[src/rtl/core/pst_pkg.sv]
// Shared codes and types for the pane stack hit test block.
// Command and status codes of the item ports, and the update opcodes
// broadcast to the stack cells. No dependencies.
package pst_pkg;

  // Fixed port widths of the item fields
  localparam int CMD_W        = 3;
  localparam int STATUS_W     = 2;
  localparam int PORT_TAG_W   = 8;
  localparam int PORT_COORD_W = 16;
  localparam int LEVEL_W      = 4;

  // Command codes
  localparam logic [CMD_W-1:0] CMD_SET   = 3'd0;
  localparam logic [CMD_W-1:0] CMD_RAISE = 3'd1;
  localparam logic [CMD_W-1:0] CMD_LOWER = 3'd2;
  localparam logic [CMD_W-1:0] CMD_DROP  = 3'd3;
  localparam logic [CMD_W-1:0] CMD_HIT   = 3'd4;
  localparam logic [CMD_W-1:0] CMD_CLEAR = 3'd5;
  localparam logic [CMD_W-1:0] CMD_QUERY = 3'd6;
  localparam logic [CMD_W-1:0] CMD_RSVD  = 3'd7;

  // Result status codes
  localparam logic [STATUS_W-1:0] ST_OK   = 2'd0;
  localparam logic [STATUS_W-1:0] ST_MISS = 2'd1;
  localparam logic [STATUS_W-1:0] ST_FULL = 2'd2;

  // Operation broadcast to every cell of the stack
  typedef enum logic [2:0] {
    UPD_NONE   = 3'd0,
    UPD_ROTATE = 3'd1,
    UPD_WRITE  = 3'd2,
    UPD_DROP   = 3'd3,
    UPD_RAISE  = 3'd4,
    UPD_LOWER  = 3'd5
  } upd_op_t;

endpackage

[src/rtl/core/pst_cell.sv]
// One stack position of the pane stack: tag and rectangle of one pane.
// Loads from its upper or lower neighbour or from the load bus, as the
// broadcast opcode and its own position decide. Depends on pst_pkg.
module pst_cell #(
  parameter int TAG_BITS   = 8,
  parameter int COORD_BITS = 16,
  parameter int IDX_W      = 4,
  parameter int CNT_W      = 5,
  parameter int CELL_IDX   = 0
) (
  input  logic                         clk,
  input  pst_pkg::upd_op_t             op,
  input  logic [IDX_W-1:0]             k,
  input  logic [CNT_W-1:0]             cnt,
  input  logic [TAG_BITS-1:0]          up_tag,
  input  logic signed [COORD_BITS-1:0] up_row,
  input  logic signed [COORD_BITS-1:0] up_col,
  input  logic signed [COORD_BITS-1:0] up_height,
  input  logic signed [COORD_BITS-1:0] up_width,
  input  logic [TAG_BITS-1:0]          down_tag,
  input  logic signed [COORD_BITS-1:0] down_row,
  input  logic signed [COORD_BITS-1:0] down_col,
  input  logic signed [COORD_BITS-1:0] down_height,
  input  logic signed [COORD_BITS-1:0] down_width,
  input  logic [TAG_BITS-1:0]          ld_tag,
  input  logic signed [COORD_BITS-1:0] ld_row,
  input  logic signed [COORD_BITS-1:0] ld_col,
  input  logic signed [COORD_BITS-1:0] ld_height,
  input  logic signed [COORD_BITS-1:0] ld_width,
  output logic [TAG_BITS-1:0]          tag,
  output logic signed [COORD_BITS-1:0] row,
  output logic signed [COORD_BITS-1:0] col,
  output logic signed [COORD_BITS-1:0] height,
  output logic signed [COORD_BITS-1:0] width
);
  import pst_pkg::*;

  localparam logic [IDX_W-1:0] MY_IDX    = IDX_W'(CELL_IDX);
  localparam logic [CNT_W-1:0] MY_NEXT   = CNT_W'(CELL_IDX + 1);
  localparam bit               IS_BOTTOM = (CELL_IDX == 0);

  logic at_or_above;
  logic at_or_below;
  logic below_top;
  logic is_top;
  logic take_up;
  logic take_down;
  logic take_ld;

  // Position of this cell against the target slot and the fill level
  assign at_or_above = (MY_IDX >= k);
  assign at_or_below = (MY_IDX <= k);
  assign below_top   = (MY_NEXT < cnt);
  assign is_top      = (MY_NEXT == cnt);

  // Pick the source of this cell's next contents
  always_comb begin
    take_up   = 1'b0;
    take_down = 1'b0;
    take_ld   = 1'b0;
    unique case (op)
      UPD_ROTATE: take_up = 1'b1;
      UPD_WRITE:  take_ld = (MY_IDX == k);
      UPD_DROP:   take_up = at_or_above && below_top;
      UPD_RAISE: begin
        take_up = at_or_above && below_top;
        take_ld = at_or_above && is_top;
      end
      UPD_LOWER: begin
        take_ld   = IS_BOTTOM;
        take_down = !IS_BOTTOM && at_or_below;
      end
      default: begin
        take_up   = 1'b0;
        take_down = 1'b0;
        take_ld   = 1'b0;
      end
    endcase
  end

  // Hold, shift or load the pane record
  always_ff @(posedge clk) begin
    if (take_up) begin
      tag    <= up_tag;
      row    <= up_row;
      col    <= up_col;
      height <= up_height;
      width  <= up_width;
    end else if (take_down) begin
      tag    <= down_tag;
      row    <= down_row;
      col    <= down_col;
      height <= down_height;
      width  <= down_width;
    end else if (take_ld) begin
      tag    <= ld_tag;
      row    <= ld_row;
      col    <= ld_col;
      height <= ld_height;
      width  <= ld_width;
    end
  end

endmodule

[src/rtl/core/pst_match.sv]
// Compare unit at the head of the cell chain: tag equality and the
// half-open rectangle cover test against a probe cell.
// Depends on nothing but its parameters.
module pst_match #(
  parameter int TAG_BITS   = 8,
  parameter int COORD_BITS = 16
) (
  input  logic [TAG_BITS-1:0]          head_tag,
  input  logic signed [COORD_BITS-1:0] head_row,
  input  logic signed [COORD_BITS-1:0] head_col,
  input  logic signed [COORD_BITS-1:0] head_height,
  input  logic signed [COORD_BITS-1:0] head_width,
  input  logic [TAG_BITS-1:0]          probe_tag,
  input  logic signed [COORD_BITS-1:0] probe_row,
  input  logic signed [COORD_BITS-1:0] probe_col,
  output logic                         tag_eq,
  output logic                         covered
);

  logic signed [COORD_BITS:0] row_lo;
  logic signed [COORD_BITS:0] row_hi;
  logic signed [COORD_BITS:0] col_lo;
  logic signed [COORD_BITS:0] col_hi;
  logic signed [COORD_BITS:0] p_row;
  logic signed [COORD_BITS:0] p_col;

  assign tag_eq = (head_tag == probe_tag);

  // Bounds one bit wider so the far edge never wraps
  assign row_lo = (COORD_BITS + 1)'(head_row);
  assign col_lo = (COORD_BITS + 1)'(head_col);
  assign row_hi = row_lo + (COORD_BITS + 1)'(head_height);
  assign col_hi = col_lo + (COORD_BITS + 1)'(head_width);
  assign p_row  = (COORD_BITS + 1)'(probe_row);
  assign p_col  = (COORD_BITS + 1)'(probe_col);

  assign covered = (p_row >= row_lo) && (p_row < row_hi) &&
                   (p_col >= col_lo) && (p_col < col_hi);

endmodule

[src/rtl/core/pane_stack_hit_test_top.sv]
// Pane stack hit test: z-ordered stack of rectangles held in a ring of
// cells, searched by rotating the ring past one compare unit.
// Depends on pst_pkg, pst_cell and pst_match.
//
// One item at a time. A set, raise, lower, drop, query or hit passes
// from acceptance through a scan, an apply and an emit state until
// its result sits in the output register: in the scan the ring of
// cells turns once past the compare unit at position 0 (first tag
// match, or last covering pane for a hit), in the apply every cell
// shifts or loads in parallel to apply the change, and in the emit
// the result moves into the output register. A clear or an unused
// command code skips the turn. A new item is taken only once the block
// is back in idle. in_stall is high from acceptance until the result
// has gone into the output register; a result held back by out_stall
// delays that step, and the register is refilled in the cycle the held
// result is taken. Pane storage is not cleared by reset, only the count.
module pane_stack_hit_test_top #(
  parameter int MAX_PANES  = 16,
  parameter int TAG_BITS   = 8,
  parameter int COORD_BITS = 16
) (
  input  logic                                clk,
  input  logic                                rst,
  input  logic                                in_valid,
  output logic                                in_stall,
  input  logic [pst_pkg::CMD_W-1:0]           cmd,
  input  logic [pst_pkg::PORT_TAG_W-1:0]      pane_tag,
  input  logic signed [pst_pkg::PORT_COORD_W-1:0] row,
  input  logic signed [pst_pkg::PORT_COORD_W-1:0] col,
  input  logic signed [pst_pkg::PORT_COORD_W-1:0] height,
  input  logic signed [pst_pkg::PORT_COORD_W-1:0] width,
  output logic                                out_valid,
  input  logic                                out_stall,
  output logic [pst_pkg::STATUS_W-1:0]        status,
  output logic [pst_pkg::PORT_TAG_W-1:0]      tag_out,
  output logic signed [pst_pkg::PORT_COORD_W-1:0] geom_row,
  output logic signed [pst_pkg::PORT_COORD_W-1:0] geom_col,
  output logic signed [pst_pkg::PORT_COORD_W-1:0] geom_height,
  output logic signed [pst_pkg::PORT_COORD_W-1:0] geom_width,
  output logic [pst_pkg::LEVEL_W-1:0]         level
);
  import pst_pkg::*;

  localparam int IDX_W = (MAX_PANES > 1) ? $clog2(MAX_PANES) : 1;
  localparam int CNT_W = $clog2(MAX_PANES + 1);
  localparam logic [IDX_W-1:0] LAST_IDX = IDX_W'(MAX_PANES - 1);
  localparam logic [CNT_W-1:0] FULL_CNT = CNT_W'(MAX_PANES);

  typedef enum logic [3:0] {
    S_IDLE  = 4'b0001,
    S_SCAN  = 4'b0010,
    S_APPLY = 4'b0100,
    S_EMIT  = 4'b1000
  } state_t;

  state_t state;
  logic [CNT_W-1:0] cnt;
  logic [CNT_W-1:0] cnt_next;
  logic [IDX_W-1:0] scan_idx;
  logic             scan_live;
  logic             in_take;

  // Captured command
  logic [CMD_W-1:0]             cmd_q;
  logic [TAG_BITS-1:0]          tag_q;
  logic signed [COORD_BITS-1:0] row_q;
  logic signed [COORD_BITS-1:0] col_q;
  logic signed [COORD_BITS-1:0] height_q;
  logic signed [COORD_BITS-1:0] width_q;

  // Search result
  logic                         found;
  logic [IDX_W-1:0]             k;
  logic [TAG_BITS-1:0]          h_tag;
  logic signed [COORD_BITS-1:0] h_row;
  logic signed [COORD_BITS-1:0] h_col;
  logic signed [COORD_BITS-1:0] h_height;
  logic signed [COORD_BITS-1:0] h_width;

  // Cell ring
  logic [TAG_BITS-1:0]          c_tag    [MAX_PANES];
  logic signed [COORD_BITS-1:0] c_row    [MAX_PANES];
  logic signed [COORD_BITS-1:0] c_col    [MAX_PANES];
  logic signed [COORD_BITS-1:0] c_height [MAX_PANES];
  logic signed [COORD_BITS-1:0] c_width  [MAX_PANES];

  upd_op_t                      op;
  logic [IDX_W-1:0]             k_apply;
  logic [TAG_BITS-1:0]          ld_tag;
  logic signed [COORD_BITS-1:0] ld_row;
  logic signed [COORD_BITS-1:0] ld_col;
  logic signed [COORD_BITS-1:0] ld_height;
  logic signed [COORD_BITS-1:0] ld_width;

  logic tag_eq;
  logic covered;

  // Result fields before and after registering
  logic [STATUS_W-1:0]          r_status;
  logic [TAG_BITS-1:0]          r_tag;
  logic signed [COORD_BITS-1:0] r_row;
  logic signed [COORD_BITS-1:0] r_col;
  logic signed [COORD_BITS-1:0] r_height;
  logic signed [COORD_BITS-1:0] r_width;
  logic [IDX_W-1:0]             r_level;

  logic [STATUS_W-1:0]          res_status;
  logic [TAG_BITS-1:0]          res_tag;
  logic signed [COORD_BITS-1:0] res_row;
  logic signed [COORD_BITS-1:0] res_col;
  logic signed [COORD_BITS-1:0] res_height;
  logic signed [COORD_BITS-1:0] res_width;
  logic [IDX_W-1:0]             res_level;

  assign in_stall  = (state != S_IDLE);
  assign in_take   = in_valid && !in_stall;
  assign scan_live = (CNT_W'(scan_idx) < cnt);

  // Ring of cells; the top cell wraps to the bottom for rotation
  for (genvar i = 0; i < MAX_PANES; i++) begin : g_cell
    localparam int UP = (i + 1) % MAX_PANES;
    localparam int DN = (i + MAX_PANES - 1) % MAX_PANES;
    pst_cell #(
      .TAG_BITS   (TAG_BITS),
      .COORD_BITS (COORD_BITS),
      .IDX_W      (IDX_W),
      .CNT_W      (CNT_W),
      .CELL_IDX   (i)
    ) u_cell (
      .clk         (clk),
      .op          (op),
      .k           (k_apply),
      .cnt         (cnt),
      .up_tag      (c_tag[UP]),
      .up_row      (c_row[UP]),
      .up_col      (c_col[UP]),
      .up_height   (c_height[UP]),
      .up_width    (c_width[UP]),
      .down_tag    (c_tag[DN]),
      .down_row    (c_row[DN]),
      .down_col    (c_col[DN]),
      .down_height (c_height[DN]),
      .down_width  (c_width[DN]),
      .ld_tag      (ld_tag),
      .ld_row      (ld_row),
      .ld_col      (ld_col),
      .ld_height   (ld_height),
      .ld_width    (ld_width),
      .tag         (c_tag[i]),
      .row         (c_row[i]),
      .col         (c_col[i]),
      .height      (c_height[i]),
      .width       (c_width[i])
    );
  end

  // Compare the pane passing position 0
  pst_match #(
    .TAG_BITS   (TAG_BITS),
    .COORD_BITS (COORD_BITS)
  ) u_match (
    .head_tag    (c_tag[0]),
    .head_row    (c_row[0]),
    .head_col    (c_col[0]),
    .head_height (c_height[0]),
    .head_width  (c_width[0]),
    .probe_tag   (tag_q),
    .probe_row   (row_q),
    .probe_col   (col_q),
    .tag_eq      (tag_eq),
    .covered     (covered)
  );

  // Decide the cell operation and the result of the item
  always_comb begin
    op       = (state == S_SCAN) ? UPD_ROTATE : UPD_NONE;
    k_apply  = k;
    cnt_next = cnt;
    r_status = ST_OK;
    r_tag    = h_tag;
    r_row    = h_row;
    r_col    = h_col;
    r_height = h_height;
    r_width  = h_width;
    r_level  = k;
    if (state == S_APPLY) begin
      unique case (cmd_q)
        CMD_SET: begin
          r_tag    = tag_q;
          r_row    = row_q;
          r_col    = col_q;
          r_height = height_q;
          r_width  = width_q;
          if (found) begin
            op = UPD_WRITE;
          end else if (cnt == FULL_CNT) begin
            r_status = ST_FULL;
            r_row    = '0;
            r_col    = '0;
            r_height = '0;
            r_width  = '0;
            r_level  = '0;
          end else begin
            op       = UPD_WRITE;
            k_apply  = IDX_W'(cnt);
            r_level  = IDX_W'(cnt);
            cnt_next = cnt + CNT_W'(1);
          end
        end
        CMD_RAISE, CMD_LOWER, CMD_DROP, CMD_QUERY: begin
          if (!found) begin
            r_status = ST_MISS;
            r_tag    = tag_q;
            r_row    = '0;
            r_col    = '0;
            r_height = '0;
            r_width  = '0;
            r_level  = '0;
          end else if (cmd_q == CMD_RAISE) begin
            op      = UPD_RAISE;
            r_level = IDX_W'(cnt - CNT_W'(1));
          end else if (cmd_q == CMD_LOWER) begin
            op      = UPD_LOWER;
            r_level = '0;
          end else if (cmd_q == CMD_DROP) begin
            op       = UPD_DROP;
            cnt_next = cnt - CNT_W'(1);
          end
        end
        CMD_HIT: begin
          if (!found) begin
            r_status = ST_MISS;
            r_tag    = '0;
            r_row    = '0;
            r_col    = '0;
            r_height = '0;
            r_width  = '0;
            r_level  = '0;
          end
        end
        CMD_CLEAR: begin
          cnt_next = '0;
          r_tag    = '0;
          r_row    = '0;
          r_col    = '0;
          r_height = '0;
          r_width  = '0;
          r_level  = '0;
        end
        default: begin
          r_status = ST_MISS;
          r_tag    = '0;
          r_row    = '0;
          r_col    = '0;
          r_height = '0;
          r_width  = '0;
          r_level  = '0;
        end
      endcase
    end
  end

  // Load bus: new geometry for a write, the held pane for a move
  assign ld_tag    = (op == UPD_WRITE) ? tag_q    : h_tag;
  assign ld_row    = (op == UPD_WRITE) ? row_q    : h_row;
  assign ld_col    = (op == UPD_WRITE) ? col_q    : h_col;
  assign ld_height = (op == UPD_WRITE) ? height_q : h_height;
  assign ld_width  = (op == UPD_WRITE) ? width_q  : h_width;

  // Sequence one item: accept, turn the ring, apply, hand over
  always_ff @(posedge clk) begin
    if (rst) begin
      state <= S_IDLE;
      cnt   <= '0;
    end else begin
      unique case (state)
        S_IDLE: begin
          if (in_take) begin
            case (cmd) inside
              CMD_CLEAR, CMD_RSVD: state <= S_APPLY;
              default:             state <= S_SCAN;
            endcase
          end
        end
        S_SCAN: begin
          if (scan_idx == LAST_IDX) begin
            state <= S_APPLY;
          end
        end
        S_APPLY: begin
          cnt   <= cnt_next;
          state <= S_EMIT;
        end
        S_EMIT: begin
          if (!out_valid || !out_stall) begin
            state <= S_IDLE;
          end
        end
        default: state <= S_IDLE;
      endcase
    end
  end

  // Capture the item, track the scan position and the match
  always_ff @(posedge clk) begin
    if (in_take) begin
      cmd_q    <= cmd;
      tag_q    <= TAG_BITS'(pane_tag);
      row_q    <= COORD_BITS'(row);
      col_q    <= COORD_BITS'(col);
      height_q <= COORD_BITS'(height);
      width_q  <= COORD_BITS'(width);
      found    <= 1'b0;
      scan_idx <= '0;
    end else if (state == S_SCAN) begin
      scan_idx <= scan_idx + IDX_W'(1);
      if (scan_live) begin
        if (cmd_q == CMD_HIT) begin
          // Keep the last cover seen: the topmost pane wins
          if (covered) begin
            found    <= 1'b1;
            k        <= scan_idx;
            h_tag    <= c_tag[0];
            h_row    <= c_row[0];
            h_col    <= c_col[0];
            h_height <= c_height[0];
            h_width  <= c_width[0];
          end
        end else if (!found && tag_eq) begin
          found    <= 1'b1;
          k        <= scan_idx;
          h_tag    <= c_tag[0];
          h_row    <= c_row[0];
          h_col    <= c_col[0];
          h_height <= c_height[0];
          h_width  <= c_width[0];
        end
      end
    end
  end

  // Hold the result until the output register is free
  always_ff @(posedge clk) begin
    if (state == S_APPLY) begin
      res_status <= r_status;
      res_tag    <= r_tag;
      res_row    <= r_row;
      res_col    <= r_col;
      res_height <= r_height;
      res_width  <= r_width;
      res_level  <= r_level;
    end
  end

  // Output register
  always_ff @(posedge clk) begin
    if (rst) begin
      out_valid <= 1'b0;
    end else if (state == S_EMIT && (!out_valid || !out_stall)) begin
      out_valid <= 1'b1;
    end else if (!out_stall) begin
      out_valid <= 1'b0;
    end
  end

  always_ff @(posedge clk) begin
    if (state == S_EMIT && (!out_valid || !out_stall)) begin
      status      <= res_status;
      tag_out     <= PORT_TAG_W'(res_tag);
      geom_row    <= PORT_COORD_W'(res_row);
      geom_col    <= PORT_COORD_W'(res_col);
      geom_height <= PORT_COORD_W'(res_height);
      geom_width  <= PORT_COORD_W'(res_width);
      level       <= LEVEL_W'(res_level);
    end
  end

endmodule

[config.mk]
export PLATFORM = sky130hd
export DESIGN_NAME = pane_stack_hit_test_top
export DESIGN_NICKNAME = d
export VERILOG_FILES = /design/src/rtl/core/pst_pkg.sv /design/src/rtl/core/pst_cell.sv /design/src/rtl/core/pst_match.sv /design/src/rtl/core/pane_stack_hit_test_top.sv
export SDC_FILE = /design/constraint.sdc
export NUM_CORES = 2
export LEC_CHECK = 0
export BUFFER_PORTS_ARGS = -buffer_cell sky130_fd_sc_hd__buf_2
export CORE_MARGIN = 8
export CORE_UTILIZATION = 65
export DETAILED_ROUTE_END_ITERATION = 10
export PLACE_DENSITY = 0.82
export RECOVER_POWER = 100
export SYNTH_ARGS = -nofsm -noshare
export SYNTH_HDL_FRONTEND = slang
export SYNTH_SLANG_ARGS = --single-unit
[constraint.sdc]
create_clock -name clk -period 30.1 [get_ports clk]
set_input_delay 6.02 -clock clk [delete_from_list [all_inputs] [get_ports clk]]
set_output_delay 6.02 -clock clk [all_outputs]
set_load 0.1 [all_outputs]
==> impl_metrics.xml <==
<?xml version="1.0" encoding="UTF-8"?>
<metrics>
  <group name="placed_design">
    <metric name="postPlaceCellArea" unit="um2">73400</metric>
    <metric name="preCtsSetupSlack" unit="ps">21780</metric>
    <metric name="place.gp.congestion" unit="">0.944</metric>
    <metric name="dp_cells" unit="">8263</metric>
    <metric name="port_buffers" unit="">158</metric>
    <metric name="detailedPlacementHpwl" unit="mm">128</metric>
  </group>
  <group name="yosys">
    <metric name="ys_seq_area_frac" unit="">0.614</metric>
    <metric name="synth-async-reset-ratio" unit="">0</metric>
    <metric name="synth.net_count" unit="">7275</metric>
    <metric name="postSynthCellCount" unit="">7089</metric>
    <metric name="ys_warn_count" unit="">0</metric>
    <metric name="synth_flop_type" unit="">sky130_fd_sc_hd__edfxtp_1</metric>
    <metric name="syn_area" unit="um2">71800</metric>
    <metric name="synth-edff-count" unit="">1459</metric>
    <metric name="postSynthRegisterBits" unit="">1474</metric>
    <metric name="synth_cell_types" unit="">76</metric>
    <metric name="synthesis.area_per_instance" unit="um2">10.1</metric>
  </group>
  <group name="global_route">
    <metric name="grt_antenna_before_repair" unit="">5</metric>
    <metric name="first_global_vias" unit="">57000</metric>
    <metric name="grt_first_pass_wirelength" unit="mm">344</metric>
    <metric name="largest_net_degree_at_the_start_of_global_routing" unit="">146</metric>
    <metric name="grt.total_usage" unit="">0.373</metric>
    <metric name="global_route.overflow_total" unit="">0</metric>
  </group>
  <group name="cells_and_area">
    <metric name="layout_commonest_cell" unit="">sky130_fd_sc_hd__nand2_1</metric>
    <metric name="final_cell_mix" unit="">sky130_fd_sc_hd__nand2_1, sky130_fd_sc_hd__o21ai_0, sky130_fd_sc_hd__edfxtp_1</metric>
    <metric name="layout.nets" unit="">7116</metric>
    <metric name="area_growth" unit="%">8.52</metric>
    <metric name="final_cell_area" unit="um2">77900</metric>
    <metric name="share_of_cells_above_drive_strength_1" unit="">0.0574</metric>
    <metric name="finish.cell_count_without_fillers" unit="">8550</metric>
  </group>
  <group name="sta">
    <metric name="slew_headroom" unit="">-4.47</metric>
    <metric name="grt_setup_unrepaired" unit="">no</metric>
    <metric name="timing_worst_slew_pin_value" unit="ps">8200</metric>
    <metric name="timing.setup.tns" unit="ps">0</metric>
    <metric name="setup_viol_count_final" unit="">0</metric>
    <metric name="finalClockSkew" unit="ps">36.7</metric>
    <metric name="period_utilization_post_route" unit="">0.621</metric>
    <metric name="time_the_final_worst_path_needs_with_i_o_delays_and_setup" unit="ps">18700</metric>
    <metric name="timing.fmax" unit="MHz">53.5</metric>
    <metric name="report.final.hold_viol_count" unit="">0</metric>
    <metric name="worst_slack" unit="ps">11400</metric>
    <metric name="final_count_of_pins_violating_max_slew" unit="">4219</metric>
  </group>
  <group name="pwr">
    <metric name="internal_power" unit="uW">3450</metric>
    <metric name="power.clock.fraction" unit="">0.431</metric>
    <metric name="power.density_cell_area" unit="nW/um2">57.5</metric>
    <metric name="irDropWorstVdd" unit="mV">0.0587</metric>
    <metric name="switchingPower" unit="uW">1030</metric>
    <metric name="sw_frac_of_total" unit="">0.230</metric>
    <metric name="leakagePower" unit="uW">0.0261</metric>
    <metric name="power" unit="uW">4480</metric>
    <metric name="seq_power_share" unit="">0.524</metric>
    <metric name="pwr-share-comb" unit="">0.045</metric>
  </group>
  <group name="detailed_routing">
    <metric name="drt-wirelength-per-cell" unit="um">27.3</metric>
    <metric name="via_count" unit="">58900</metric>
    <metric name="total_iterations_of_the_first_detailed_routing_run" unit="">7</metric>
    <metric name="drt_antenna_net_count" unit="">0</metric>
    <metric name="drc_errors" unit="">0</metric>
    <metric name="ratio_of_routed_vias_to_standard_cells" unit="">6.89</metric>
    <metric name="drt_iter0_drc" unit="">9309</metric>
    <metric name="wl" unit="mm">233</metric>
  </group>
  <group name="clock_tree">
    <metric name="register_clock_pin_slew_on_the_reported_worst_setup_and_hold_paths" unit="ps">60</metric>
    <metric name="cts_root_buffer" unit="">sky130_fd_sc_hd__clkbuf_16</metric>
    <metric name="cts_inserted_buffers" unit="">152</metric>
    <metric name="post-cts-setup-buffers" unit="">0</metric>
    <metric name="cts.sinks" unit="">1474</metric>
    <metric name="tritoncts_clock_tree" unit="">yes</metric>
    <metric name="max-clock-path-buffers" unit="">3</metric>
    <metric name="clk-insertion-delay-late" unit="ps">790</metric>
    <metric name="post_cts.resized_instances" unit="">0</metric>
    <metric name="cts_hold_repair.buffers" unit="">0</metric>
    <metric name="cts_htree_levels" unit="">4</metric>
  </group>
  <group name="die">
    <metric name="die-area" unit="um2">121000</metric>
    <metric name="height_of_the_die" unit="um">348</metric>
    <metric name="dieWidth" unit="um">348</metric>
    <metric name="floorplan.rows" unit="">122</metric>
    <metric name="core-area" unit="um2">110000</metric>
    <metric name="io-pin-count" unit="">159</metric>
    <metric name="initial_utilization" unit="">0.652</metric>
  </group>
  <group name="worst_setup_path">
    <metric name="critical_path.n_buffers_inverters" unit="">4</metric>
    <metric name="critical_path.top_delay_family" unit="">buffers and inverters</metric>
    <metric name="arrival" unit="ps">18960</metric>
    <metric name="worst-setup-path-type" unit="">flip-flop to flip-flop</metric>
    <metric name="cpMostUsedCell" unit="">sky130_fd_sc_hd__clkbuf_1</metric>
    <metric name="timing.critical_path.required" unit="ps">30360</metric>
    <metric name="crit_fanout" unit="">145</metric>
    <metric name="cp_cell_sequence" unit="">or4b_1, clkinvlp_2, clkbuf_1, nand3_1, a22oi_1, a21oi_1, o41ai_4, clkbuf_1, or3_1, clkbuf_1</metric>
    <metric name="critPathMaxStageDelay" unit="ps">5710</metric>
    <metric name="critical_path.endpoint_type" unit="">flip-flop</metric>
    <metric name="slowest_stage" unit="">sky130_fd_sc_hd__clkbuf_1</metric>
    <metric name="timing.critical_path.from_type" unit="">flip-flop</metric>
  </group>
  <group name="outcome">
    <metric name="violations" unit="">max-capacitance violations, max-slew violations</metric>
    <metric name="outcome" unit="">finished with violations</metric>
  </group>
  <group name="job">
    <metric name="max_cap_viol_count" unit="">76</metric>
  </group>
  <group name="worst_hold_path">
    <metric name="worstHoldPathType" unit="">flip-flop to flip-flop</metric>
  </group>
</metrics>
-- metrics by stage --
stage               utilization  hold slack [ps]
global route              0.708              415
detailed placement        0.667              405
finish                    0.708              419
CTS                       0.713              418
floorplan                     -              400
global placement          0.667              401
-- power by group through the flow --
stage | clock network (uW) | logic (uW) | registers (uW)
after floorplan | 0 | 121 | 2360
after global placement | 0 | 182 | 2380
after detailed placement | 0 | 189 | 2380
after CTS | 1920 | 191 | 2340
after global routing | 2000 | 211 | 2350
final | 1930 | 200 | 2350
-- cell type report --
cell class              count  area, um2
diodes                      4       10.0
multi-input cells        4960      25300
flip-flops and latches   1474      44100
repair buffers            283       1430
clock buffers             180       3960
well taps                1488       1860
inverters                  59        223
clock inverters           102       1040
fillers                  7615      32100
-- layer usage --
| layer | GRT usage | part of all wire | vias up | routed length (um) |
|---|---|---|---|---|
| met5 | 0 | 0.000056 | - | 13 |
| met4 | 0.228 | 0.073 | 2 | 17000 |
| met3 | 0.118 | 0.17 | 1185 | 38900 |
| met2 | 0.559 | 0.43 | 5237 | 100000 |
| met1 | 0.476 | 0.33 | 27100 | 76900 |
| li1 | - | - | 25400 | - |
-- cells by family after synthesis --
family | count (synthesis) | synth area share
mux | 74 | 0.0103
flops | 1474 | 0.614
simple gates | 2312 | 0.127
buf+inv | 655 | 0.0364
compound gates | 2431 | 0.188
fa+ha+maj | 107 | 0.0189
xor+xnor | 36 | 0.00439
-- flip-flops by register name, summed over array words and instances (netlist names), 128 cells and up --
signal,flops
g_cell.u_cell.col,256
g_cell.u_cell.tag,128
g_cell.u_cell.height,256
g_cell.u_cell.width,256
g_cell.u_cell.row,256
-- worst paths after layout --
kind	slack, ps	startpoint	end	depth (start not counted)
setup / recovery	11400	state[2]$_SDFFE_PP0P_	g_cell[8].u_cell.col[9]$_DFFE_PP_	10
hold / removal	420	res_width[2]$_DFFE_PP_	geom_width[2]$_DFFE_PP_	0
setup reg to reg	11400	state[2]$_SDFFE_PP0P_	g_cell[8].u_cell.col[9]$_DFFE_PP_	10
hold reg to reg	420	res_width[2]$_DFFE_PP_	geom_width[2]$_DFFE_PP_	0
-- synth_stat cells (all sizes together) (5+ instances only) --
cell type     n  share of area
nand2      1757          0.092
o21ai      1737           0.12
edfxtp     1459           0.61
clkbuf      491          0.026
a21oi       315          0.022
nor2        311          0.016
nor3        129         0.0091
a221o       113          0.016
buf         105         0.0076
ha          105          0.018
a22o         75         0.0091
o22ai        75         0.0065
mux2i        74          0.010
inv          59         0.0031
nand3        25         0.0017
xnor2        18         0.0022
xor2         18         0.0022
a21o         16         0.0017
nand2b       16         0.0014
dfxtp        15         0.0042
nand4        15         0.0013
a211oi       13         0.0014
nor2b        11        0.00096
a31oi         9        0.00078
or3           9        0.00078
a22oi         8        0.00091
and3          8        0.00070
o211ai        8        0.00084
o31ai         7        0.00099
a211o         6        0.00073
a21boi        6        0.00063
and2          6        0.00052
o21a          6        0.00063
or2           5        0.00044
(Power assumes the default switching activity.)
